### config.mk
export PLATFORM = sky130hd
export DESIGN_NAME = bellman_ford_shortest_paths
export DESIGN_NICKNAME = d
export VERILOG_FILES = /design/src/sv/bf_pkg.sv /design/src/sv/bf_ctrl.sv /design/src/sv/bf_datapath.sv /design/src/sv/bellman_ford_shortest_paths.sv
export SDC_FILE = /design/constraint.sdc
export NUM_CORES = 2
export LEC_CHECK = 0
export BUFFER_PORTS_ARGS = -buffer_cell sky130_fd_sc_hd__buf_2
export CAP_MARGIN = 5
export CORE_MARGIN = 8
export CORE_UTILIZATION = 47
export DETAILED_ROUTE_END_ITERATION = 10
export HOLD_SLACK_MARGIN = 0.12
export PLACE_DENSITY = 0.65
export SYNTH_ARGS = -nofsm -noshare
export SYNTH_HDL_FRONTEND = slang
export SYNTH_SLANG_ARGS = --single-unit
### constraint.sdc
create_clock -name clock -period 12.6 [get_ports clock]
set_input_delay 1.26 -clock clock [delete_from_list [all_inputs] [get_ports clock]]
set_output_delay 1.26 -clock clock [all_outputs]
set_load 0.02 [all_outputs]
### src/sv/bf_pkg.sv
// Shared types and constants for the Bellman-Ford shortest path block.
// Holds field widths, register indexes, the controller state type and
// the command/status structs between controller and datapath.
`timescale 1ns / 1ps
`default_nettype none

package bf_pkg;

   // Default sizes for the top-level parameters
   localparam int MAX_VERTICES_DEF = 16;
   localparam int MAX_EDGES_DEF    = 32;
   localparam int WEIGHT_BITS_DEF  = 16;

   // Fixed field widths
   localparam int VERTEX_BITS    = 4;
   localparam int VCOUNT_BITS    = 5;
   localparam int DIST_BITS      = 24;
   localparam int CSR_INDEX_BITS = 2;
   localparam int CSR_DATA_BITS  = 5;

   // Register indexes on the csr port
   localparam logic [CSR_INDEX_BITS-1:0] REG_VERTEX_COUNT  = 2'd0;
   localparam logic [CSR_INDEX_BITS-1:0] REG_SOURCE_VERTEX = 2'd1;
   localparam logic [CSR_INDEX_BITS-1:0] REG_UNDIRECTED    = 2'd2;

   // Register reset values
   localparam logic [VCOUNT_BITS-1:0] VCOUNT_RESET     = 5'd7;
   localparam logic [VERTEX_BITS-1:0] SOURCE_RESET     = 4'd0;
   localparam logic                   UNDIRECTED_RESET = 1'b1;

   typedef enum logic [3:0] {
      ST_IDLE,
      ST_STORE_FWD,
      ST_STORE_REV,
      ST_INIT,
      ST_EDGE_RD,
      ST_DIST_RD,
      ST_CALC,
      ST_UPDATE,
      ST_OUT_RD,
      ST_OUT_EMIT
   } state_type;

   typedef struct packed {
      logic capture;
      logic store_fwd;
      logic store_rev;
      logic init;
      logic edge_rd;
      logic dist_rd;
      logic calc;
      logic update;
      logic out_rd;
      logic emit;
   } cmd_type;

   typedef struct packed {
      logic undirected;
      logic last_item;
      logic run_passes;
      logic sweep_done;
      logic out_done;
   } status_type;

endpackage

`default_nettype wire

### src/sv/bf_ctrl.sv
// Controller state machine for the Bellman-Ford block.
// Sequences edge storing, relaxation passes and result emission.
// Depends on bf_pkg for the state, command and status types.
`timescale 1ns / 1ps
`default_nettype none

module bf_ctrl (
   input  wire logic               clock,
   input  wire logic               reset,
   input  wire logic               start,
   output logic                    busy,
   input  wire bf_pkg::status_type status,
   output bf_pkg::cmd_type         cmd
);

   bf_pkg::state_type state_ff;
   bf_pkg::state_type state_in;

   // State register
   always_ff @(posedge clock) begin
      if (reset) begin
         state_ff <= bf_pkg::ST_IDLE;
      end else begin
         state_ff <= state_in;
      end
   end

   // Next state
   always_comb begin
      state_in = state_ff;
      case (state_ff)
         bf_pkg::ST_IDLE: begin
            if (start) state_in = bf_pkg::ST_STORE_FWD;
         end
         bf_pkg::ST_STORE_FWD: begin
            if (status.undirected) state_in = bf_pkg::ST_STORE_REV;
            else if (status.last_item) state_in = bf_pkg::ST_INIT;
            else state_in = bf_pkg::ST_IDLE;
         end
         bf_pkg::ST_STORE_REV: begin
            if (status.last_item) state_in = bf_pkg::ST_INIT;
            else state_in = bf_pkg::ST_IDLE;
         end
         bf_pkg::ST_INIT: begin
            if (status.run_passes) state_in = bf_pkg::ST_EDGE_RD;
            else state_in = bf_pkg::ST_OUT_RD;
         end
         bf_pkg::ST_EDGE_RD: state_in = bf_pkg::ST_DIST_RD;
         bf_pkg::ST_DIST_RD: state_in = bf_pkg::ST_CALC;
         bf_pkg::ST_CALC:    state_in = bf_pkg::ST_UPDATE;
         bf_pkg::ST_UPDATE: begin
            if (status.sweep_done) state_in = bf_pkg::ST_OUT_RD;
            else state_in = bf_pkg::ST_EDGE_RD;
         end
         bf_pkg::ST_OUT_RD: state_in = bf_pkg::ST_OUT_EMIT;
         bf_pkg::ST_OUT_EMIT: begin
            if (status.out_done) state_in = bf_pkg::ST_IDLE;
            else state_in = bf_pkg::ST_OUT_RD;
         end
         default: state_in = bf_pkg::ST_IDLE;
      endcase
   end

   // Commands to the datapath
   always_comb begin
      cmd  = '0;
      busy = 1'b1;
      case (state_ff)
         bf_pkg::ST_IDLE: begin
            busy        = 1'b0;
            cmd.capture = start;
         end
         bf_pkg::ST_STORE_FWD: cmd.store_fwd = 1'b1;
         bf_pkg::ST_STORE_REV: cmd.store_rev = 1'b1;
         bf_pkg::ST_INIT:      cmd.init      = 1'b1;
         bf_pkg::ST_EDGE_RD:   cmd.edge_rd   = 1'b1;
         bf_pkg::ST_DIST_RD:   cmd.dist_rd   = 1'b1;
         bf_pkg::ST_CALC:      cmd.calc      = 1'b1;
         bf_pkg::ST_UPDATE:    cmd.update    = 1'b1;
         bf_pkg::ST_OUT_RD:    cmd.out_rd    = 1'b1;
         bf_pkg::ST_OUT_EMIT:  cmd.emit      = 1'b1;
         default:              busy          = 1'b0;
      endcase
   end

endmodule

`default_nettype wire

### src/sv/bf_datapath.sv
// Datapath for the Bellman-Ford block: config registers, edge memory,
// distance/predecessor memories, relaxation adder and result registers.
// Depends on bf_pkg; driven by commands from bf_ctrl.
`timescale 1ns / 1ps
`default_nettype none

module bf_datapath #(
   parameter int MaxVertices = bf_pkg::MAX_VERTICES_DEF,
   parameter int MaxEdges    = bf_pkg::MAX_EDGES_DEF,
   parameter int WeightBits  = bf_pkg::WEIGHT_BITS_DEF
) (
   input  wire logic                                clock,
   input  wire logic                                reset,
   input  wire bf_pkg::cmd_type                     cmd,
   output bf_pkg::status_type                       status,
   input  wire logic [bf_pkg::VERTEX_BITS-1:0]      req_edge_from,
   input  wire logic [bf_pkg::VERTEX_BITS-1:0]      req_edge_to,
   input  wire logic signed [WeightBits-1:0]        req_edge_weight,
   input  wire logic                                req_last_edge,
   input  wire logic                                csr_valid,
   input  wire logic [bf_pkg::CSR_INDEX_BITS-1:0]   csr_index,
   input  wire logic [bf_pkg::CSR_DATA_BITS-1:0]    csr_data,
   output logic                                     rsp_valid,
   output logic [bf_pkg::VERTEX_BITS-1:0]           rsp_vertex,
   output logic                                     rsp_reachable,
   output logic signed [bf_pkg::DIST_BITS-1:0]      rsp_distance,
   output logic                                     rsp_has_predecessor,
   output logic [bf_pkg::VERTEX_BITS-1:0]           rsp_predecessor,
   output logic                                     rsp_edges_dropped,
   output logic                                     rsp_last_vertex
);

   localparam int VB    = bf_pkg::VERTEX_BITS;
   localparam int NW    = bf_pkg::VCOUNT_BITS;
   localparam int DB    = bf_pkg::DIST_BITS;
   localparam int VW    = $clog2(MaxVertices);
   localparam int EW    = $clog2(MaxEdges);
   localparam int ECW   = $clog2(MaxEdges + 1);
   localparam int WORDW = 2 * VB + WeightBits;
   localparam int SUMW  = ((WeightBits > DB) ? WeightBits : DB) + 1;

   // Configuration registers
   logic [NW-1:0] vcount_ff;
   logic [VB-1:0] source_ff;
   logic          undirected_ff;

   always_ff @(posedge clock) begin
      if (reset) begin
         vcount_ff     <= bf_pkg::VCOUNT_RESET;
         source_ff     <= bf_pkg::SOURCE_RESET;
         undirected_ff <= bf_pkg::UNDIRECTED_RESET;
      end else if (csr_valid) begin
         case (csr_index)
            bf_pkg::REG_VERTEX_COUNT:  vcount_ff     <= csr_data[NW-1:0];
            bf_pkg::REG_SOURCE_VERTEX: source_ff     <= csr_data[VB-1:0];
            bf_pkg::REG_UNDIRECTED:    undirected_ff <= csr_data[0];
            default: ;
         endcase
      end
   end

   // Capture the request
   logic [VB-1:0]                req_from_ff;
   logic [VB-1:0]                req_to_ff;
   logic signed [WeightBits-1:0] req_weight_ff;
   logic                         req_last_ff;

   always_ff @(posedge clock) begin
      if (cmd.capture) begin
         req_from_ff   <= req_edge_from;
         req_to_ff     <= req_edge_to;
         req_weight_ff <= req_edge_weight;
         req_last_ff   <= req_last_edge;
      end
   end

   // Clamp vertex count to 1..MaxVertices
   logic [NW-1:0] n_in;
   logic          src_ok;

   always_comb begin
      if (vcount_ff == '0) begin
         n_in = NW'(1);
      end else if (int'(vcount_ff) > MaxVertices) begin
         n_in = NW'(MaxVertices);
      end else begin
         n_in = vcount_ff;
      end
      src_ok = ({1'b0, source_ff} < n_in);
   end

   // Edge list storage: one write per cycle, registered read
   logic [WORDW-1:0] edge_mem [MaxEdges];
   logic [WORDW-1:0] edge_rd_ff;
   logic [ECW-1:0]   edge_count_ff;
   logic [ECW-1:0]   edge_count_in;
   logic             overflow_ff;
   logic             overflow_in;
   logic             store_any;
   logic             room;
   logic [WORDW-1:0] store_word;
   logic [EW-1:0]    e_ff;
   logic [EW-1:0]    e_in;
   logic             e_last;

   assign store_any  = cmd.store_fwd | cmd.store_rev;
   assign room       = (edge_count_ff < ECW'(MaxEdges));
   assign store_word = cmd.store_rev ? {req_to_ff, req_from_ff, req_weight_ff}
                                     : {req_from_ff, req_to_ff, req_weight_ff};

   always_ff @(posedge clock) begin
      if (store_any && room) begin
         edge_mem[edge_count_ff[EW-1:0]] <= store_word;
      end
      if (cmd.edge_rd) begin
         edge_rd_ff <= edge_mem[e_ff];
      end
   end

   logic                         last_emit;

   // Count stored edges, flag drops, clear after the last result
   always_comb begin
      edge_count_in = edge_count_ff;
      overflow_in   = overflow_ff;
      if (store_any) begin
         if (room) edge_count_in = edge_count_ff + ECW'(1);
         else overflow_in = 1'b1;
      end
      if (last_emit) begin
         edge_count_in = '0;
         overflow_in   = 1'b0;
      end
   end

   always_ff @(posedge clock) begin
      if (reset) begin
         edge_count_ff <= '0;
         overflow_ff   <= 1'b0;
      end else begin
         edge_count_ff <= edge_count_in;
         overflow_ff   <= overflow_in;
      end
   end

   // Fields of the edge under relaxation
   logic [VB-1:0]                er_from;
   logic [VB-1:0]                er_to;
   logic signed [WeightBits-1:0] er_weight;

   assign er_from   = edge_rd_ff[WORDW-1 -: VB];
   assign er_to     = edge_rd_ff[WORDW-VB-1 -: VB];
   assign er_weight = edge_rd_ff[WeightBits-1:0];

   // Pass, edge and output counters
   logic [NW-1:0] n_ff;
   logic [NW-1:0] p_ff;
   logic [NW-1:0] p_in;
   logic [NW-1:0] i_ff;
   logic [NW-1:0] i_in;
   logic          p_last;
   logic          i_last;

   assign e_last    = ((ECW'(e_ff) + ECW'(1)) == edge_count_ff);
   assign p_last    = ((p_ff + NW'(2)) == n_ff);
   assign i_last    = ((i_ff + NW'(1)) == n_ff);
   assign last_emit = cmd.emit && i_last;

   always_comb begin
      e_in = e_ff;
      p_in = p_ff;
      i_in = i_ff;
      if (cmd.init) begin
         e_in = '0;
         p_in = '0;
         i_in = '0;
      end
      if (cmd.update) begin
         if (e_last) begin
            e_in = '0;
            p_in = p_ff + NW'(1);
         end else begin
            e_in = e_ff + EW'(1);
         end
      end
      if (cmd.emit) i_in = i_ff + NW'(1);
   end

   always_ff @(posedge clock) begin
      e_ff <= e_in;
      p_ff <= p_in;
      i_ff <= i_in;
      if (cmd.init) n_ff <= n_in;
   end

   // Per-vertex reached and predecessor-valid bits
   logic [MaxVertices-1:0] reached_ff;
   logic [MaxVertices-1:0] predv_ff;
   logic [VW-1:0]          u_idx;
   logic [VW-1:0]          v_idx;
   logic [VW-1:0]          i_idx;
   logic [VW-1:0]          src_idx;
   logic                   edge_ok;
   logic                   take;

   assign u_idx   = VW'(er_from);
   assign v_idx   = VW'(er_to);
   assign i_idx   = VW'(i_ff);
   assign src_idx = VW'(source_ff);

   // Distance and predecessor memories
   logic signed [DB-1:0] dist_mem [MaxVertices];
   logic [VB-1:0]        pred_mem [MaxVertices];
   logic signed [DB-1:0] da_ff;
   logic signed [DB-1:0] db_ff;
   logic [VB-1:0]        pa_ff;
   logic [VW-1:0]        addr_a;
   logic signed [DB-1:0] cand_ff;

   assign addr_a  = cmd.out_rd ? i_idx : u_idx;
   assign edge_ok = ({1'b0, er_from} < n_ff) && ({1'b0, er_to} < n_ff)
                    && reached_ff[u_idx];
   assign take    = edge_ok && (!reached_ff[v_idx] || (cand_ff < db_ff));

   always_ff @(posedge clock) begin
      if (cmd.init && src_ok) begin
         dist_mem[src_idx] <= '0;
      end else if (cmd.update && take) begin
         dist_mem[v_idx] <= cand_ff;
         pred_mem[v_idx] <= er_from;
      end
      if (cmd.dist_rd || cmd.out_rd) begin
         da_ff <= dist_mem[addr_a];
         pa_ff <= pred_mem[addr_a];
         db_ff <= dist_mem[v_idx];
      end
   end

   // Start from the source alone, mark each relaxed vertex
   always_ff @(posedge clock) begin
      if (cmd.init) begin
         reached_ff <= src_ok ? (MaxVertices'(1) << src_idx) : '0;
         predv_ff   <= '0;
      end else if (cmd.update && take) begin
         reached_ff[v_idx] <= 1'b1;
         predv_ff[v_idx]   <= 1'b1;
      end
   end

   // Candidate distance, saturated to the distance range
   logic signed [SUMW-1:0] sum;
   logic [SUMW-DB:0]       sum_hi;
   logic signed [DB-1:0]   cand_in;

   always_comb begin
      sum    = SUMW'(da_ff) + SUMW'(er_weight);
      sum_hi = sum[SUMW-1:DB-1];
      if ((&sum_hi) || !(|sum_hi)) begin
         cand_in = sum[DB-1:0];
      end else if (sum[SUMW-1]) begin
         cand_in = {1'b1, {(DB-1){1'b0}}};
      end else begin
         cand_in = {1'b0, {(DB-1){1'b1}}};
      end
   end

   always_ff @(posedge clock) begin
      if (cmd.calc) cand_ff <= cand_in;
   end

   // Result registers
   logic                 rsp_valid_ff;
   logic [VB-1:0]        rsp_vertex_ff;
   logic                 rsp_reach_ff;
   logic signed [DB-1:0] rsp_dist_ff;
   logic                 rsp_hp_ff;
   logic [VB-1:0]        rsp_pred_ff;
   logic                 rsp_drop_ff;
   logic                 rsp_last_ff;
   logic                 out_reach;
   logic                 out_hp;

   assign out_reach = reached_ff[i_idx];
   assign out_hp    = out_reach && predv_ff[i_idx];

   always_ff @(posedge clock) begin
      if (reset) begin
         rsp_valid_ff <= 1'b0;
      end else begin
         rsp_valid_ff <= cmd.emit;
      end
   end

   always_ff @(posedge clock) begin
      if (cmd.emit) begin
         rsp_vertex_ff <= VB'(i_ff);
         rsp_reach_ff  <= out_reach;
         rsp_dist_ff   <= out_reach ? da_ff : '0;
         rsp_hp_ff     <= out_hp;
         rsp_pred_ff   <= out_hp ? pa_ff : '0;
         rsp_drop_ff   <= overflow_ff;
         rsp_last_ff   <= i_last;
      end
   end

   assign rsp_valid           = rsp_valid_ff;
   assign rsp_vertex          = rsp_vertex_ff;
   assign rsp_reachable       = rsp_reach_ff;
   assign rsp_distance        = rsp_dist_ff;
   assign rsp_has_predecessor = rsp_hp_ff;
   assign rsp_predecessor     = rsp_pred_ff;
   assign rsp_edges_dropped   = rsp_drop_ff;
   assign rsp_last_vertex     = rsp_last_ff;

   // Status to the controller
   always_comb begin
      status            = '0;
      status.undirected = undirected_ff;
      status.last_item  = req_last_ff;
      status.run_passes = (n_in > NW'(1)) && (edge_count_ff != '0);
      status.sweep_done = e_last && p_last;
      status.out_done   = i_last;
   end

endmodule

`default_nettype wire

### src/sv/bellman_ford_shortest_paths.sv
// Bellman-Ford single-source shortest paths over a loaded edge list.
// Edge requests are taken on start in idle; busy is high for the store states (reverse
// too when undirected) after the accepting edge. A request marked last adds an init state,
// then (vertex_count-1) passes of edge read, distance read, calc and update per stored edge,
// then a read and an emit state per vertex result; the receiver cannot stall results.
// Reset restores config registers to defaults and clears control, edge count, drop flag.
`timescale 1ns / 1ps
`default_nettype none

module bellman_ford_shortest_paths #(
   parameter int MAX_VERTICES = bf_pkg::MAX_VERTICES_DEF,
   parameter int MAX_EDGES    = bf_pkg::MAX_EDGES_DEF,
   parameter int WEIGHT_BITS  = bf_pkg::WEIGHT_BITS_DEF
) (
   input  wire logic                                clock,
   input  wire logic                                reset,
   input  wire logic                                start,
   output logic                                     busy,
   input  wire logic [bf_pkg::VERTEX_BITS-1:0]      req_edge_from,
   input  wire logic [bf_pkg::VERTEX_BITS-1:0]      req_edge_to,
   input  wire logic signed [WEIGHT_BITS-1:0]       req_edge_weight,
   input  wire logic                                req_last_edge,
   output logic                                     rsp_valid,
   output logic [bf_pkg::VERTEX_BITS-1:0]           rsp_vertex,
   output logic                                     rsp_reachable,
   output logic signed [bf_pkg::DIST_BITS-1:0]      rsp_distance,
   output logic                                     rsp_has_predecessor,
   output logic [bf_pkg::VERTEX_BITS-1:0]           rsp_predecessor,
   output logic                                     rsp_edges_dropped,
   output logic                                     rsp_last_vertex,
   input  wire logic                                csr_valid,
   output logic                                     csr_ready,
   input  wire logic [bf_pkg::CSR_INDEX_BITS-1:0]   csr_index,
   input  wire logic [bf_pkg::CSR_DATA_BITS-1:0]    csr_data
);

   bf_pkg::cmd_type    cmd;
   bf_pkg::status_type status;

   // Registers are always writable
   assign csr_ready = 1'b1;

   bf_ctrl u_ctrl (
      .clock  (clock),
      .reset  (reset),
      .start  (start),
      .busy   (busy),
      .status (status),
      .cmd    (cmd)
   );

   bf_datapath #(
      .MaxVertices (MAX_VERTICES),
      .MaxEdges    (MAX_EDGES),
      .WeightBits  (WEIGHT_BITS)
   ) u_datapath (
      .clock               (clock),
      .reset               (reset),
      .cmd                 (cmd),
      .status              (status),
      .req_edge_from       (req_edge_from),
      .req_edge_to         (req_edge_to),
      .req_edge_weight     (req_edge_weight),
      .req_last_edge       (req_last_edge),
      .csr_valid           (csr_valid),
      .csr_index           (csr_index),
      .csr_data            (csr_data),
      .rsp_valid           (rsp_valid),
      .rsp_vertex          (rsp_vertex),
      .rsp_reachable       (rsp_reachable),
      .rsp_distance        (rsp_distance),
      .rsp_has_predecessor (rsp_has_predecessor),
      .rsp_predecessor     (rsp_predecessor),
      .rsp_edges_dropped   (rsp_edges_dropped),
      .rsp_last_vertex     (rsp_last_vertex)
   );

   // A result only follows a busy cycle
   a_rsp_after_busy: assert property (@(posedge clock) disable iff (reset)
      rsp_valid |-> $past(busy))
      else $error("result strobe without preceding busy cycle");

   // No two result strobes are back to back
   a_rsp_spacing: assert property (@(posedge clock) disable iff (reset)
      rsp_valid |=> !rsp_valid)
      else $error("back-to-back result strobes");

   // The final result releases the block
   a_last_frees: assert property (@(posedge clock) disable iff (reset)
      (rsp_valid && rsp_last_vertex) |-> !busy)
      else $error("block still busy at final result");

endmodule

`default_nettype wire
Word level (Yosys, flattened, before mapping)
Memories as Yosys holds them, arrays and structs flattened. A register that Yosys moved wholly into a read port is not among the register bits.
Index checks and enable logic that the tools add are counted.
{"block": "totals", "register_bits": 159, "mem_bits_rw": 1216, "n_memories": 3, "out_inout_bits": 39, "word_cells": 153}
{"block": "classes", "n_lt_le_gt_ge": 11, "n_shift": 1, "n_reduce_logical": 33, "n_eq_ne": 15, "n_mux": 54, "n_bitwise": 4, "addsub": 7}
{"memory": "u_datapath.edge_mem", "words": 32, "word_bits": 24, "read_ports": 1, "rd_ports_with_merged_regs": 1, "wr": 1, "line": "bf_datapath.sv:93", "text": "logic [WORDW-1:0] edge_mem [MaxEdges];"}
{"memory": "u_datapath.dist_mem", "words": 16, "word_bits": 24, "read_ports": 2, "rd_ports_with_merged_regs": 2, "wr": 1, "line": "bf_datapath.sv:212", "text": "logic signed [DB-1:0] dist_mem [MaxVertices];"}
{"memory": "u_datapath.pred_mem", "words": 16, "word_bits": 4, "read_ports": 1, "rd_ports_with_merged_regs": 1, "wr": 1, "line": "bf_datapath.sv:213", "text": "logic [VB-1:0] pred_mem [MaxVertices];"}
{"cell": "24-bit 2-to-1 mux", "n": 4}
{"cell": "16-bit 2-to-1 mux", "n": 3}
{"cell": "5-bit 2-to-1 mux", "n": 9}
{"cell": "4-bit one-hot mux with 10 select lines", "n": 1}
{"cell": "16-bit bitwise OR", "n": 2}
{"cell": "4-bit 2-to-1 mux", "n": 7}
{"cell": "24-bit by 16-bit adder with 25-bit output", "n": 1}
{"cell": "24-bit less-than comparator", "n": 1}
{"cell": "1-bit 2-to-1 mux", "n": 24}
{"cell": "24-bit OR reduction", "n": 1}
{"cell": "1-bit binary-select mux with 4-bit select", "n": 4}
{"cell": "4-bit by 3-bit equality test with 1-bit output (second input constant)", "n": 4}
{"cell": "1-bit by 4-bit left shift with 16-bit output (first input constant)", "n": 1}
{"cell": "5-bit by 1-bit adder with 5-bit output (second input constant)", "n": 3}
{"cell": "4-bit by 5-bit less-than comparator with 1-bit output", "n": 3}
{"cell": "4-bit by 5-bit less-than comparator with 1-bit output (second input constant)", "n": 3}
{"cell": "2-bit AND reduction", "n": 6}
{"cell": "1-bit logical AND", "n": 11}
{"cell": "5-bit equality test", "n": 2}
{"cell": "9-bit OR reduction", "n": 1}
{"cell": "4-bit by 2-bit equality test with 1-bit output (second input constant)", "n": 2}
{"cell": "4-bit equality test (second input constant)", "n": 2}
{"cell": "5-bit by 1-bit adder with 6-bit output (second input constant)", "n": 1}
{"cell": "6-bit by 1-bit adder with 6-bit output (second input constant)", "n": 1}
{"cell": "other kinds (22)", "n": 28}

Depth between registers and ports, before layout
{"block": "logic_depth", "ltp_word": 11, "mapped_depth": 13, "mapped_depth_nobuf": 11}

Modules after synthesis
From an unflattened synthesis, not the netlist that was laid out.
{"block": "unflattened", "cells_unflattened": 3100, "area_unflattened_um2": 60964.7}
{"mod": "bf_datapath", "cells_per_inst": 3050, "area_each_um2": 60616.9, "n_inst": 1}
{"mod": "bf_ctrl", "cells_per_inst": 48, "area_each_um2": 336.6, "n_inst": 1}
{"mod": "bellman_ford_shortest_paths", "cells_per_inst": 2, "area_each_um2": 11.3, "n_inst": 1}

Worst setup path after synthesis
OpenSTA, ideal clock, no wires.
{"block": "synth_path", "kind": "flip-flop to flip-flop", "start": "register u_datapath.edge_rd_ff[16], read port of u_datapath.edge_mem", "end": "memory u_datapath.dist_mem[3][0] (netlist bit) (enable)", "synth_period_minus_slack_ps": 4756, "path_stages_with_launch": 9, "t_required_ps": 12158, "n_path_buf": 2, "slack_ps": 7844, "setup_ps": 442, "arrival_ps": 4314, "path_cell_list": "edfxtp_1 > buf_6 > mux4_2 > mux4_2 > o311a_1 > a2111oi_4 > nand2_2 > buf_6 > o31ai_1"}
{"block": "synth_via", "elab_chain_cells": 11, "word_cells_on_any_way": 15, "classes_between": "order compare (1); mux (7); reduce/logical (7)"}
{"element": "start, declared", "line": "bf_datapath.sv:94", "text": "logic [WORDW-1:0] edge_rd_ff;"}
{"element": "1-bit binary-select mux with 4-bit select", "line": "bf_datapath.sv:223", "text": "assign take = edge_ok && (!reached_ff[v_idx] || (cand_ff < db_ff));"}
{"element": "1-bit 2-to-1 mux (not written as such)", "line": "bf_datapath.sv:223"}
{"element": "1-bit zero test", "line": "bf_datapath.sv:223"}
{"element": "1-bit logical OR", "line": "bf_datapath.sv:223"}
{"element": "1-bit logical AND", "line": "bf_datapath.sv:223"}
{"element": "1-bit logical AND", "line": "bf_datapath.sv:228", "text": "end else if (cmd.update && take) begin"}
{"element": "1-bit 2-to-1 mux", "line": "bf_datapath.sv:228"}
{"element": "1-bit 2-to-1 mux", "line": "bf_datapath.sv:226", "text": "if (cmd.init && src_ok) begin"}
{"element": "1-bit 2-to-1 mux (not written as such)", "line": "bf_datapath.sv:229", "text": "dist_mem[v_idx] <= cand_ff;"}
{"element": "24-bit OR reduction (no source line)"}
{"element": "4-bit 2-to-1 mux (no source line) / 1-bit 2-to-1 mux (equally long branches)"}
{"element": "end, declared", "line": "bf_datapath.sv:212"}
Several ways; a longest one is shown, not always the timed one. The select of a mux whose other input is x is not followed.

Final worst setup path
{"block": "layout_path", "start": "register u_ctrl.state_ff[2]", "end": "register u_datapath.da_ff[1], read port of u_datapath.dist_mem (data pin)"}
{"block": "layout_via", "elab_chain_cells": 3, "word_cells_on_any_way": 6, "classes_between": "eq/ne (2); mux (3); reduce/logical (1)"}
{"element": "start, declared", "line": "bf_ctrl.sv:16", "text": "bf_pkg::state_type state_ff;"}
{"element": "start signal, assigned", "line": "bf_ctrl.sv:22", "text": "state_ff <= bf_pkg::ST_IDLE;"}
{"element": "start signal, assigned", "line": "bf_ctrl.sv:24", "text": "state_ff <= state_in;"}
{"element": "4-bit equality test / 4-bit by 3-bit equality test with 1-bit output (equally long branches)", "line": "bf_ctrl.sv:68", "text": "case (state_ff)"}
{"element": "1-bit 2-to-1 mux", "line": "bf_ctrl.sv:68"}
{"element": "4-bit 2-to-1 mux / 1-bit logical OR (equally long branches)", "line": "bf_datapath.sv:220, bf_datapath.sv:232"}
{"element": "end, declared", "line": "bf_datapath.sv:214", "text": "logic signed [DB-1:0] da_ff;"}
Several ways; a longest one is shown, not always the timed one.
A chain may end at the register's enable or synchronous reset.

==> qor.txt <==
Clk_lat worst skew: 0.78 ns
Unrepaired setup endpoints after global routing: no
Total gr overflow: 0
Post-synth EDFFs: 1408
Flops & latches, synth: 1451
Leak pwr: 0.0224 uW
Setup slack after layout: 7.63 ns
Worst Tran Pin Value: 1.25 ns
DIE HEIGHT: 375 um
Critical Path Source: u_ctrl.state_ff[2]$_SDFFE_PP0P_
Layout cells sized above 1: 0.284
Vias in the first global route: 32200
Area of the multi-input gates: 17200 um2
Setup Skew: 0.0311 ns
Synthesized area per cell: 19.9 um2
Inst Count DP: 4694
Ys async rst share: 0
HPWL Detailed: 84700 um
Switching share of total power: 0.229
Critical path required time: 13.07 ns
Number of max-cap violations: 0
Initial antenna violation count: 6
Relative slew slack: 0.167
Root buf cell: clkbuf_16
Worst setup path category: reg2reg
Final WL: 151000 um
Gp weighted congestion: 0.866
Vias/cell: 6.29
Nets: 3275
Fin. Hold Viols: 0
Area of the die: 141000 um2
Via count: 31200
DRC viols: 0
CTS buffer count: 153
HP Class: reg2reg
I/O Buffers: 73
Synth Instances: 3053
Hold_sp: u_datapath.predv_ff[13]$_SDFFE_PP0P_
Hold_buf cts: 0
Logic pwr share: 0.059
Top sig layer: met5
Die width: 375 um
Hold_ws: 0.467 ns
Post-CTS Setup Repair Bufs: 0
# fillers: 9825
Depth of the CTS H-tree: 4
Starting Density: 0.471
Hold Path Depth: 2
Routed length per placed instance: 30.4 um
Peak supply drop: 143 uV
Tmin final: 4.97 ns
M1 wire length: 59800 um
DP Worst Slack: 7.63 ns
Share of power burned in registers: 0.540
Startpoint Class: flip-flop
Outcome: completed
CP endpoint kind: flip-flop
Worst reg2reg path endpoint: u_datapath.da_ff[1]$_DFFE_PP_
Primary FF master, synth: edfxtp_1
First-pass GRT wire length: 220000 um
Post-synth top area cell: edfxtp_1
Initial DRC count: 3641
R2R depth: 10
# resized after CTS: 0
Synth top area cells: edfxtp_1, mux4_2, dfxtp_1
Final Cycle Share: 0.395
Yosys warns: 0
I/O pins: 75
Sequential share of the synthesized area: 0.711
Final ANT Viol Nets: 0
GRT Total Usage: 0.212
Arrival @ worst endpoint: 5.44 ns
Pin count of the biggest net entering global routing: 138
Clock-pin slew on the worst setup and hold paths: 0.06 ns
Fin. max-slew vios: 0
Hold endpoint: u_datapath.predv_ff[13]$_SDFFE_PP0P_
Fmax: 201 MHz
Row count: 132
DRT Pass-1 Iters: 5
PwrDens: 156 nW/um2
Register Area: 43100 um2
Post-synth top area share: 0.697
Cell Area, Synth: 60700 um2
CTS max path bufs: 3
Area Overhead vs Synth: 12.4%
Cell internal pwr: 8200 uW
Finished Layout Cells: 4962
Final setup fails: 0
Met3 WL: 12200 um
Sinks on Clock Net: 1451
Setup total negative slack: 0 ns
Flop-to-flop setup slack: 7.63 ns
CP Max Fanout: 55
P_sw: 2430 uW
Met2 WL: 74400 um
Syn nets: 3154
TritonCTS clock tree: done
Share of total power in the clock network: 0.401
Worst R2R Start: u_ctrl.state_ff[2]$_SDFFE_PP0P_
Core Footprint: 129000 um2
Yosys cell types: 66
## sequential cells by signal, indices dropped and copies added (netlist names), 6 cells and up
register and cells:
u_datapath.edge_mem 768, u_datapath.edge_count_ff 6, u_datapath.pred_mem 64, u_datapath.rsp_distance 24
u_datapath.db_ff 24, u_datapath.req_weight_ff 16, u_datapath.da_ff 24, u_datapath.dist_mem 384
u_datapath.reached_ff 16, u_datapath.edge_rd_ff 24, u_datapath.cand_ff 24, u_datapath.predv_ff 16
## cell usage in the layout, fill, tap and decap left out, types with 7 or more instances in the layout
cell type	netlist	layout
edfxtp_1	1408	1408
mux4_2	492	492
nand2_1	198	198
clkbuf_16	0	155
buf_2	14	73
buf_4	1	67
ha_1	64	64
nor2_1	93	60
and2_1	58	58
a21oi_1	54	54
inv_1	46	45
dfxtp_1	43	43
o21ai_0	45	42
clkbuf_1	121	36
a211oi_1	34	34
a31oi_1	34	34
and3_1	34	33
clkinv_1	2	33
nor2_4	0	33
xnor2_1	25	25
xor2_1	23	23
nand3_1	22	22
clkinv_2	0	22
nand2b_1	15	15
a21o_1	14	14
nor3_1	13	13
mux2i_1	16	12
nor2b_1	12	12
o22ai_1	23	12
nand4_1	11	11
o22ai_4	0	11
o31ai_2	11	11
nor2_2	10	10
mux2_2	9	9
bufinv_16	0	7
## synthesized netlist by cell type, types with 5 or more instances
| cell type | instances |
|---|---|
| edfxtp_1 | 1408 |
| mux4_2 | 492 |
| nand2_1 | 198 |
| clkbuf_1 | 121 |
| nor2_1 | 93 |
| ha_1 | 64 |
| and2_1 | 58 |
| a21oi_1 | 54 |
| inv_1 | 46 |
| o21ai_0 | 45 |
| dfxtp_1 | 43 |
| buf_1 | 38 |
| a211oi_1 | 34 |
| a31oi_1 | 34 |
| and3_1 | 34 |
| xnor2_1 | 25 |
| o22ai_1 | 23 |
| xor2_1 | 23 |
| nand3_1 | 22 |
| mux2i_1 | 16 |
| nand2b_1 | 15 |
| a21o_1 | 14 |
| buf_2 | 14 |
| nor3_1 | 13 |
| nor2b_1 | 12 |
| nand4_1 | 11 |
| o31ai_2 | 11 |
| nor2_2 | 10 |
| mux2_2 | 9 |
| o21bai_1 | 6 |
| a211o_1 | 5 |
| nand3b_1 | 5 |
| o211ai_1 | 5 |
## stage by stage
step	utilization	total power, uW	area [um2]
after floorplan	-	6160	60700
after global placement	0.493	6420	63500
after detailed placement	0.493	6470	63500
after CTS	0.529	10700	68200
after global routing	0.529	10900	68200
final	0.529	10600	68200
## power by group through the flow
| stage | sequential (uW) | clock [uW] | combinational (uW) |
|---|---|---|---|
| 6_report | 5740 | 4260 | 629 |
| 5_1_grt | 5760 | 4510 | 670 |
| 4_1_cts | 5740 | 4330 | 632 |
| 3_5_place_dp | 5840 | 0 | 629 |
| 3_3_place_gp | 5820 | 0 | 602 |
| 2_1_floorplan | 5770 | 0 | 388 |
## per-layer routing
layer  global-route usage  up-vias
li1                     -    12900
met1                0.284    16500
met2                0.350     1472
met3               0.0455      304
met4               0.0684        2
met5                    0        -
## cell families after synthesis
kind of cell | count (synthesis) | share of synthesized area
mux | 517 | 0.187
buf+inv | 226 | 0.0148
compound gates | 255 | 0.0285
fa+ha+maj | 67 | 0.0139
other cells | 1 | 0.0000618
simple gates | 488 | 0.0380
xor+xnor | 48 | 0.00693
flops | 1451 | 0.711
## worst max-delay path, cell delays in order, from the launching register on
cell and delay [ns]:
dfxtp_1 0.44, nor2_1 0.34, nand2_1 0.11, nor2_2 0.50, mux2i_4 0.79, buf_4 0.69, buf_4 0.81, mux4_2 0.41
and2_1 0.17, a211oi_1 0.21, a31oi_1 0.07
## how the worst max path moves through the flow
stage                                               end  slack, ns  depth (start not counted)
global route             u_datapath.da_ff[22]$_DFFE_PP_       7.39                         10
floorplan           u_datapath.dist_mem[3][0]$_DFFE_PP_       7.84                          8
detailed placement       u_datapath.da_ff[21]$_DFFE_PP_       7.63                         10
CTS                      u_datapath.da_ff[21]$_DFFE_PP_       7.58                         10
global placement         u_datapath.da_ff[13]$_DFFE_PP_       7.73                         10
finish                    u_datapath.da_ff[1]$_DFFE_PP_       7.63                         10
## cell type report
class	instances	share of cell area
antenna	1	0.0000367
clock buffer	191	0.0589
clock inverter	76	0.00974
inverter	48	0.00264
multi-input combinational	1376	0.252
sequential	1451	0.633
tap	1675	0.0307
timing repair buffer	144	0.0139
(Power assumes the default switching activity.)
